==> config.mk <==
export PLATFORM = sky130hd
export DESIGN_NAME = hash_set_bucket_engine
export DESIGN_NICKNAME = d
export VERILOG_FILES = /design/src/hsbe_pkg.sv /design/src/hsbe_ram.sv /design/src/hsbe_front.sv /design/src/hsbe_queue.sv /design/src/hsbe_back.sv /design/src/hash_set_bucket_engine.sv
export SDC_FILE = /design/constraint.sdc
export NUM_CORES = 2
export LEC_CHECK = 0
export BUFFER_PORTS_ARGS = -buffer_cell sky130_fd_sc_hd__buf_2
export CAP_MARGIN = 20
export CORE_MARGIN = 2
export CORE_UTILIZATION = 61
export DETAILED_ROUTE_END_ITERATION = 10
export PLACE_DENSITY = 0.89
export SLEW_MARGIN = 10
export SYNTH_ARGS = -nofsm -noshare
export SYNTH_HDL_FRONTEND = slang
export SYNTH_SLANG_ARGS = --single-unit
==> constraint.sdc <==
create_clock -name clk_i -period 31.2 [get_ports clk_i]
set_input_delay 4.68 -clock clk_i [delete_from_list [all_inputs] [get_ports clk_i]]
set_output_delay 4.68 -clock clk_i [all_outputs]
set_load 0.01 [all_outputs]
==> src/hsbe_pkg.sv <==
// Shared types and constants of the hash set bucket engine.
package hsbe_pkg;

  localparam int unsigned KEY_W       = 31;
  localparam int unsigned KIND_W      = 2;
  localparam int unsigned STATUS_W    = 2;
  localparam int unsigned BUCKET_W    = 6;
  // Request queue between front and back; depth must be a power of two.
  localparam int unsigned QUEUE_DEPTH = 4;
  localparam int unsigned QPTR_W      = $clog2(QUEUE_DEPTH);
  localparam int unsigned QCNT_W      = $clog2(QUEUE_DEPTH + 1);

  // Operation codes; code 3 is unused and handled as a miss.
  localparam logic [KIND_W-1:0] KIND_INSERT = 2'd0;
  localparam logic [KIND_W-1:0] KIND_SEARCH = 2'd1;
  localparam logic [KIND_W-1:0] KIND_DELETE = 2'd2;

  typedef enum logic [STATUS_W-1:0] {
    ST_DONE = 2'd0,
    ST_DUP  = 2'd1,
    ST_MISS = 2'd2,
    ST_FULL = 2'd3
  } status_e;

  // One classified request, bucket already resolved.
  typedef struct packed {
    logic [KIND_W-1:0]   kind;
    logic [KEY_W-1:0]    key;
    logic [BUCKET_W-1:0] bucket;
  } req_t;

endpackage

==> src/hsbe_ram.sv <==
// Generic single write port RAM with registered read.
module hsbe_ram #(
  parameter int unsigned WIDTH = 8,
  parameter int unsigned DEPTH = 4
) (
  input  logic                                   clk_i,
  input  logic                                   we_i,
  input  logic [(DEPTH > 1 ? $clog2(DEPTH) : 1)-1:0] waddr_i,
  input  logic [WIDTH-1:0]                       wdata_i,
  input  logic                                   re_i,
  input  logic [(DEPTH > 1 ? $clog2(DEPTH) : 1)-1:0] raddr_i,
  output logic [WIDTH-1:0]                       rdata_o
);

  logic [WIDTH-1:0] mem_q [DEPTH];

  always_ff @(posedge clk_i) begin
    if (we_i) begin
      mem_q[waddr_i] <= wdata_i;
    end
    if (re_i) begin
      rdata_o <= mem_q[raddr_i];
    end
  end

endmodule

==> src/hsbe_front.sv <==
// Front end: accepts requests and resolves the bucket (key modulo bucket count).
module hsbe_front import hsbe_pkg::*; #(
  parameter int unsigned BUCKETS = 8
) (
  input  logic              clk_i,
  input  logic              rst_ni,
  input  logic              push_i,
  input  logic [KIND_W-1:0] kind_i,
  input  logic [KEY_W-1:0]  key_i,
  output logic              full_o,
  input  logic [QCNT_W-1:0] q_count_i,
  output logic              q_push_o,
  output req_t              q_req_o
);

  // Byte weights 2^(8i) mod BUCKETS and the reciprocal for the final fold.
  localparam int unsigned W0         = 1 % BUCKETS;
  localparam int unsigned W1         = (1 << 8) % BUCKETS;
  localparam int unsigned W2         = (1 << 16) % BUCKETS;
  localparam int unsigned W3         = (1 << 24) % BUCKETS;
  localparam int unsigned FOLD_SHIFT = 22;
  localparam int unsigned RECIP      = (1 << FOLD_SHIFT) / BUCKETS;

  logic              accept;
  logic [QCNT_W:0]   load;
  logic [15:0]       sum_d;
  logic [39:0]       prod;
  logic [15:0]       quo_d;
  logic [15:0]       rem16;
  logic [6:0]        rem7;

  logic              v1_q, v2_q;
  req_t              req1_q, req2_q;
  logic [15:0]       sum1_q, sum2_q;
  logic [15:0]       quo2_q;

  // Credit check: queue words plus words in flight must fit the queue.
  assign load   = {1'b0, q_count_i} + {{QCNT_W{1'b0}}, v1_q} + {{QCNT_W{1'b0}}, v2_q};
  assign full_o = (load >= (QCNT_W + 1)'(QUEUE_DEPTH));
  assign accept = push_i && !full_o;

  // Stage 1: byte-weighted sum, congruent to the key, below 2^16.
  assign sum_d = 16'(key_i[7:0])   * 16'(W0)
               + 16'(key_i[15:8])  * 16'(W1)
               + 16'(key_i[23:16]) * 16'(W2)
               + 16'(key_i[30:24]) * 16'(W3);

  // Stage 2: quotient estimate, at most one below the true quotient.
  assign prod  = 40'(sum1_q) * 40'(RECIP);
  assign quo_d = 16'(prod >> FOLD_SHIFT);

  // Stage 3: remainder with one correction step.
  always_comb begin
    rem16 = sum2_q - 16'(quo2_q * 16'(BUCKETS));
    rem7  = 7'(rem16);
    if (rem7 >= 7'(BUCKETS)) begin
      rem7 = rem7 - 7'(BUCKETS);
    end
  end

  assign q_push_o       = v2_q;
  assign q_req_o.kind   = req2_q.kind;
  assign q_req_o.key    = req2_q.key;
  assign q_req_o.bucket = BUCKET_W'(rem7);

  // Stage valids
  always_ff @(posedge clk_i or negedge rst_ni) begin
    if (!rst_ni) begin
      v1_q <= 1'b0;
      v2_q <= 1'b0;
    end else begin
      v1_q <= accept;
      v2_q <= v1_q;
    end
  end

  // Stage payload
  always_ff @(posedge clk_i) begin
    req1_q.kind   <= kind_i;
    req1_q.key    <= key_i;
    req1_q.bucket <= '0;
    sum1_q        <= sum_d;
    req2_q        <= req1_q;
    sum2_q        <= sum1_q;
    quo2_q        <= quo_d;
  end

  a_credit: assert property (@(posedge clk_i) disable iff (!rst_ni)
    load <= (QCNT_W + 1)'(QUEUE_DEPTH))
    else $error("front: words in flight exceed queue space");

endmodule

==> src/hsbe_queue.sv <==
// Request queue between front and back.
module hsbe_queue import hsbe_pkg::*; (
  input  logic              clk_i,
  input  logic              rst_ni,
  input  logic              push_i,
  input  req_t              req_i,
  input  logic              pop_i,
  output req_t              req_o,
  output logic              empty_o,
  output logic [QCNT_W-1:0] count_o
);

  req_t              mem_q [QUEUE_DEPTH];
  logic [QPTR_W-1:0] wr_ptr_q, rd_ptr_q;
  logic [QCNT_W-1:0] count_q;

  assign req_o   = mem_q[rd_ptr_q];
  assign empty_o = (count_q == '0);
  assign count_o = count_q;

  // Pointers and fill count
  always_ff @(posedge clk_i or negedge rst_ni) begin
    if (!rst_ni) begin
      wr_ptr_q <= '0;
      rd_ptr_q <= '0;
      count_q  <= '0;
    end else begin
      if (push_i) begin
        wr_ptr_q <= wr_ptr_q + QPTR_W'(1);
      end
      if (pop_i) begin
        rd_ptr_q <= rd_ptr_q + QPTR_W'(1);
      end
      if (push_i && !pop_i) begin
        count_q <= count_q + QCNT_W'(1);
      end else if (pop_i && !push_i) begin
        count_q <= count_q - QCNT_W'(1);
      end
    end
  end

  // Storage
  always_ff @(posedge clk_i) begin
    if (push_i) begin
      mem_q[wr_ptr_q] <= req_i;
    end
  end

  a_no_overflow: assert property (@(posedge clk_i) disable iff (!rst_ni)
    push_i |-> (count_q < QCNT_W'(QUEUE_DEPTH)) || pop_i)
    else $error("queue: push while full");

  a_no_underflow: assert property (@(posedge clk_i) disable iff (!rst_ni)
    pop_i |-> count_q != '0)
    else $error("queue: pop while empty");

endmodule

==> src/hsbe_back.sv <==
// Back end: reads a bucket row, compares all slots, writes back and holds the result.
module hsbe_back import hsbe_pkg::*; #(
  parameter int unsigned BUCKETS = 8,
  parameter int unsigned SLOTS   = 4
) (
  input  logic                clk_i,
  input  logic                rst_ni,
  input  logic                q_empty_i,
  input  req_t                q_req_i,
  output logic                q_pop_o,
  input  logic                res_pop_i,
  output logic                res_empty_o,
  output logic [STATUS_W-1:0] status_o,
  output logic [BUCKET_W-1:0] bucket_o
);

  localparam int unsigned AW    = (BUCKETS > 1) ? $clog2(BUCKETS) : 1;
  localparam int unsigned ROW_W = SLOTS * KEY_W;

  typedef enum logic [1:0] {
    BK_IDLE = 2'b01,
    BK_LOOK = 2'b10
  } bk_state_e;

  bk_state_e           state_q, state_d;
  req_t                req_q;
  logic                start;
  logic [AW-1:0]       row;
  logic [ROW_W-1:0]    row_rd, row_wr;
  logic                row_we;
  logic [SLOTS-1:0]    valid_q [BUCKETS];
  logic [SLOTS-1:0]    valid_row, valid_nx, hit, free_oh;
  logic                valid_we;
  status_e             status;
  logic                res_valid_q;
  status_e             res_status_q;
  logic [BUCKET_W-1:0] res_bucket_q;

  // Start a lookup when a request waits and the result slot frees up.
  assign start   = (state_q == BK_IDLE) && !q_empty_i && (!res_valid_q || res_pop_i);
  assign q_pop_o = start;
  assign row     = req_q.bucket[AW-1:0];

  hsbe_ram #(
    .WIDTH (ROW_W),
    .DEPTH (BUCKETS)
  ) u_key_ram (
    .clk_i   (clk_i),
    .we_i    (row_we),
    .waddr_i (row),
    .wdata_i (row_wr),
    .re_i    (start),
    .raddr_i (q_req_i.bucket[AW-1:0]),
    .rdata_o (row_rd)
  );

  // Slot compare, free slot pick and outcome
  always_comb begin
    valid_row = valid_q[row];
    for (int s = 0; s < SLOTS; s++) begin
      hit[s] = valid_row[s] && (row_rd[s*KEY_W +: KEY_W] == req_q.key);
    end
    free_oh = ~valid_row & (valid_row + SLOTS'(1));
    for (int s = 0; s < SLOTS; s++) begin
      row_wr[s*KEY_W +: KEY_W] = free_oh[s] ? req_q.key : row_rd[s*KEY_W +: KEY_W];
    end
    status   = ST_MISS;
    valid_nx = valid_row;
    valid_we = 1'b0;
    unique case (req_q.kind)
      KIND_INSERT: begin
        if (|hit) begin
          status = ST_DUP;
        end else if (free_oh == '0) begin
          status = ST_FULL;
        end else begin
          status   = ST_DONE;
          valid_nx = valid_row | free_oh;
          valid_we = 1'b1;
        end
      end
      KIND_SEARCH: begin
        status = (|hit) ? ST_DONE : ST_MISS;
      end
      KIND_DELETE: begin
        if (|hit) begin
          status   = ST_DONE;
          valid_nx = valid_row & ~hit;
          valid_we = 1'b1;
        end
      end
      default: status = ST_MISS;
    endcase
  end

  assign row_we = (state_q == BK_LOOK) && valid_we && (req_q.kind == KIND_INSERT);

  // Sequencer
  always_comb begin
    state_d = state_q;
    unique case (state_q)
      BK_IDLE: if (start) state_d = BK_LOOK;
      BK_LOOK: state_d = BK_IDLE;
      default: state_d = BK_IDLE;
    endcase
  end

  // Control state, valid marks and result occupancy
  always_ff @(posedge clk_i or negedge rst_ni) begin
    if (!rst_ni) begin
      state_q     <= BK_IDLE;
      res_valid_q <= 1'b0;
      for (int b = 0; b < BUCKETS; b++) begin
        valid_q[b] <= '0;
      end
    end else begin
      state_q <= state_d;
      if (state_q == BK_LOOK && valid_we) begin
        valid_q[row] <= valid_nx;
      end
      if (state_q == BK_LOOK) begin
        res_valid_q <= 1'b1;
      end else if (res_pop_i && res_valid_q) begin
        res_valid_q <= 1'b0;
      end
    end
  end

  // Request and result payload
  always_ff @(posedge clk_i) begin
    if (start) begin
      req_q <= q_req_i;
    end
    if (state_q == BK_LOOK) begin
      res_status_q <= status;
      res_bucket_q <= req_q.bucket;
    end
  end

  assign res_empty_o = !res_valid_q;
  assign status_o    = res_status_q;
  assign bucket_o    = res_bucket_q;

  a_res_free: assert property (@(posedge clk_i) disable iff (!rst_ni)
    state_q == BK_LOOK |-> !res_valid_q)
    else $error("back: result overwritten before it was taken");

  a_hit_unique: assert property (@(posedge clk_i) disable iff (!rst_ni)
    state_q == BK_LOOK |-> $onehot0(hit))
    else $error("back: key present in more than one slot");

  a_res_posted: assert property (@(posedge clk_i) disable iff (!rst_ni)
    state_q == BK_LOOK |=> res_valid_q && state_q == BK_IDLE)
    else $error("back: lookup did not post a result");

endmodule

==> src/hash_set_bucket_engine.sv <==
// Hash set bucket engine: top level joining front, request queue and back.
//
// A set of non-negative 31-bit keys held in BUCKETS buckets of SLOTS slots each; the bucket
// of a key is key modulo BUCKETS. Each request (insert, search, delete) yields one result
// word with a status and the bucket. Requests go through a three-stage front pipeline that
// works out the bucket, then a four-word queue, then the back end. The back end handles each
// request in two steps: it reads the bucket's key row from the row RAM, then compares all
// slots, writes the row back and posts the result. It takes a new request only after the
// last one has posted its result, and only while the result slot is empty or being popped.
// Slot valid marks are flip-flops cleared by reset, so the block takes requests right after
// reset with no clearing pass.
module hash_set_bucket_engine import hsbe_pkg::*; #(
  parameter int unsigned BUCKETS = 8,
  parameter int unsigned SLOTS   = 4
) (
  input  logic                clk_i,
  input  logic                rst_ni,
  input  logic                push,
  output logic                full,
  input  logic [KIND_W-1:0]   kind_i,
  input  logic [KEY_W-1:0]    key_i,
  output logic                empty,
  input  logic                pop,
  output logic [STATUS_W-1:0] status_o,
  output logic [BUCKET_W-1:0] bucket_o
);

  logic              q_push, q_pop, q_empty;
  logic [QCNT_W-1:0] q_count;
  req_t              q_wr_req, q_rd_req;

  hsbe_front #(
    .BUCKETS (BUCKETS)
  ) u_front (
    .clk_i     (clk_i),
    .rst_ni    (rst_ni),
    .push_i    (push),
    .kind_i    (kind_i),
    .key_i     (key_i),
    .full_o    (full),
    .q_count_i (q_count),
    .q_push_o  (q_push),
    .q_req_o   (q_wr_req)
  );

  hsbe_queue u_queue (
    .clk_i   (clk_i),
    .rst_ni  (rst_ni),
    .push_i  (q_push),
    .req_i   (q_wr_req),
    .pop_i   (q_pop),
    .req_o   (q_rd_req),
    .empty_o (q_empty),
    .count_o (q_count)
  );

  hsbe_back #(
    .BUCKETS (BUCKETS),
    .SLOTS   (SLOTS)
  ) u_back (
    .clk_i       (clk_i),
    .rst_ni      (rst_ni),
    .q_empty_i   (q_empty),
    .q_req_i     (q_rd_req),
    .q_pop_o     (q_pop),
    .res_pop_i   (pop),
    .res_empty_o (empty),
    .status_o    (status_o),
    .bucket_o    (bucket_o)
  );

endmodule
==> metrics list <==
- STA puts the critical path data arrival time at 7.57 ns.
- Along the worst path, the maximum fanout reaches 60.
- Grt total ovfl: 0
- For this run, asynchronously set or reset flops after synthesis account for 0.0315.
* Final critical-path share of the clock period: 0.232
- Clock-pin slew was measured on the worst setup and hold paths at 0.06 ns.
- In this run, CTS created clock tree buffers numbering around 130.
* Final routed DRC violation total: 0
- For this design the ratio of total power to cell area is around 100 mW/mm².
- Area of the multi-input gates: 0.0120 mm²
* Fraction of layout instances using a drive strength above 1: 0.335
- Number of enable-type register cells in the synthesized netlist: about 1300
* Total design power: 6.23 mW
* Overall global routing resource usage: 0.283
- The first global-routing pass estimated 183 mm of wire.
* Placed inst area: between 0.05 and 0.06 mm²
- The critical path is of the in2reg type.
* Post-detailed-placement half-perimeter wirelength: 61.6 mm
* DP Worst Slack: 23.31 ns
* Synthesized cell area: between 0.05 and 0.06 mm²
* Growth of design area from synthesis to finish: 10.9%
* Via count of the first global-routing pass: 26700
* Final WL: 125 mm
- After detailed routing, the number of vias per cell comes to 6.86.
- Area contributors post-synth: edfxtp_1 72%, mux4_2 12%, mux2_2 5.8%
- Floorplan die height: 300 µm
* Hold/Removal Path Class: reg2reg
- Port buffering added 43 buffers.
- Post-Route Setup TNS: 0 ns
- Combined flip-flop and latch cell area: 0.0410 mm²
- Initial antenna violation count: 5
* Total number of cells along the worst setup path: 6
* Number of cells on the worst reg-to-reg path: 9
* Final GP Congestion: around 0.8
* Count of final hold-check violations: 0
* Clock insertion delay at the later pin of the skew report: around 0.75 ns
* Total number of nets in the final design: 2554
- The clock net in this run drives a total of approximately 1400 sinks.
* Synth Area in Adders: 0.00247
* Worst stage delay on the critical path: ~0.90 ns
* Static leakage: around 19 nW
- Share of synthesized area occupied by flip-flops and latches: 0.765
- Most common cell on crit path: buf_4
- Max clock buf depth: 3
- Pin count of the biggest net entering global routing: 128
- For this run, the leading register cell type out of synthesis is edfxtp_1.
- Hold_buf cts: 0
* Floorplan die area: ~0.09 mm²
- At the worst endpoint, the required time is 31.54 ns.
* Master cell of the clock root buffer: clkbuf_16
* Dominant combinational cell family by area after synthesis: multiplexers
* I/O pin count: 47
- The critical path goes through buf_2 > nor2_1 > nor4b_2 > buf_4 > buf_4 > buf_4.
* Kind of cell adding the most delay to the critical path: buffers and inverters
- Slowest cell on the critical path: buf_4
- The die is 300 µm wide.
- The run finished with clean final reports.
- Setup slack on the critical path of the routed design comes to 23.97 ns.
* Least-Margin Pin Slew: 1.19 ns
- The netlist uses 52 different library cells.
- Post-synthesis share of cell area spent on and, or, nand and nor gates: 0.0118
- In the final routed layout, each cell accounts on average for 33.3 µm.
- Summed over all instances, the cell type with the most area after synthesis is edfxtp_1.
- Worst clock skew: around 0.04 ns
- Kind of start point of the critical path: input pin
* Post-synthesis cell count: 2408
* Worst hold path stage count: 0
- Synth Area per Inst: 22.3 µm²
- Max Clock Freq: roughly 140 MHz
* Multiplexer area fraction after synthesis: 0.182
* # Post-CTS Setup Buffers: 0
- Fillers: 4643
- Yosys warning total: 0
- Share of the core filled with cells: 0.684
- Setup violations remaining at the end of the flow were counted as 0.
* Number of synthesized register bits: 1396
- The final route contains around 26000 vias.
* Finished Cell Area: 0.0595 mm²
* Number of rows in the core area: 108
- The region available for standard cell placement spans 0.0869 mm².
- The share of synthesized area in the top cell type comes to 0.720.
- For this configuration, the core starts out at a cell density of 0.617.
- Complex-gate fraction of the synthesized area: 0.00488
- Across the run, the number of max-cap violations was 0.
- Setup repair after global routing left no endpoint under its margin.
- Pre-Repair DR Iteration Count: 5
* Type of element capturing the critical path: register
- Critical path buffer and inverter count: 4
- Final Max Slew Viols: 0
- TritonCTS built the clock tree.
- Rel. slew slack: 0.205
- IR analysis of the VDD net gives a maximum drop of 0.000102 V.
- Shortest clock period the worst path allows after layout: 7.23 ns
- Of the total synthesized cell area, the portion taken by XOR and XNOR cells is 0.0212.
- In this run, the number of DRC markers left after iteration 0 of detailed routing was approximately 3600.
- In this run the number of H-tree levels came out at 4.
- CTS-repair resized insts: 0
* Final antenna-violating net count: 0
[logic make-up after synthesis]
kind of cell,Yosys count
flops,1396
other cells,1
mux,575
simple gates,113
buf+inv,151
xor+xnor,130
compound gates,32
fa+ha+maj,10
[report_power, final]
part | internal (mW) | switching [mW]
clock network | 0.885 | 0.689
registers | 2.58 | 0.216
logic | 0.788 | 1.07
[layer usage]
layer / up-vias / GRT usage / routed length [µm]
met2: 1974 / 0.475 / 64600
met4: 6 / 0.139 / 6130
met5: - / 0 / 42
li1: 10100 / - / -
met3: 368 / 0.0518 / 11500
met1: 13400 / 0.360 / 43200
[per-stage QoR]
| step | hold WS, ns | instances |
|---|---|---|
| after floorplan | 0.310 | 2410 |
| after global placement | 0.312 | 3524 |
| after detailed placement | 0.312 | 3524 |
| after CTS | 0.325 | 3764 |
| after global routing | 0.329 | 3768 |
| final | 0.322 | 3769 |
[sequential cells by signal, indices dropped and copies added, names as in the netlist]
signal                    count
u_back.res_valid_q            1
u_front.q_req_o              33
u_queue.count_o               3
u_queue.rd_ptr_q              2
u_queue.mem_q               132
u_back.valid_q               32
u_back.u_key_ram.rdata_o    124
u_back.status_o               2
u_queue.wr_ptr_q              2
u_back.bucket_o               3
u_back.state_q                2
u_back.u_key_ram.mem_q      992
u_back.req_q                 33
u_front.q_push_o              1
u_front.v1_q                  1
u_front.req1_q               33
[layout by cell type (no fill, tap or decap), drive strengths merged, types with 3 or more instances in the layout]
cell type	Yosys	layout
and2	4	4
buf	50	96
bufinv	0	7
clkbuf	83	176
clkinv	1	50
clkinvlp	0	3
conb	1	3
dfrtp	43	43
dfxtp	66	66
edfxtp	1286	1286
ha	9	9
inv	17	22
mux2	277	277
mux2i	12	12
mux4	286	286
nand2	16	16
nand2b	4	4
nand3	12	12
nand4	23	23
nor2	13	13
nor3	8	8
nor4	22	22
o21ai	12	12
o22ai	5	5
or4	3	3
xnor2	95	95
xor2	35	35
[area by class of cell]
cell class / instances / share of cell area
Inverter: 18 / 0.00114
Clock inverter: 64 / 0.00968
Tap cell: 1155 / 0.0243
Sequential cell: 1396 / 0.690
Timing Repair Buffer: 96 / 0.0110
Clock buffer: 176 / 0.0613
Antenna cell: 1 / 0.0000421
Multi-Input combinational cell: 863 / 0.202
[synth_stat cells (5+ instances only)]
cell / number
buf_1: 17
nor4_1: 22
mux4_2: 286
inv_1: 17
nor3_1: 8
dfrtp_1: 43
ha_1: 9
xor2_1: 35
buf_2: 28
o22ai_1: 5
edfxtp_1: 1286
mux2i_4: 7
nand2_1: 16
clkbuf_1: 83
mux2_2: 276
nand3_1: 12
xnor2_1: 95
nand4_1: 23
nor2_1: 12
dfxtp_1: 66
o21ai_0: 11
[worst paths after layout]
kind | startpoint | end | slack (ns)
worst max-delay path | pop | u_back.u_key_ram.rdata_o[96] | 23.97
worst min-delay path | u_front.req1_q[29] | u_front.q_req_o[29] | 0.32
worst max register to register | u_back.req_q[1] | u_back.u_key_ram.mem_q[1][114] | 24.93
worst min register to register | u_front.req1_q[29] | u_front.q_req_o[29] | 0.32
max in group asynchronous | rst_ni | u_back.state_q[0] | 26.84
min in group asynchronous | rst_ni | u_queue.rd_ptr_q[1] | 3.81
No activity file was read; power rests on OpenSTA's default activity.
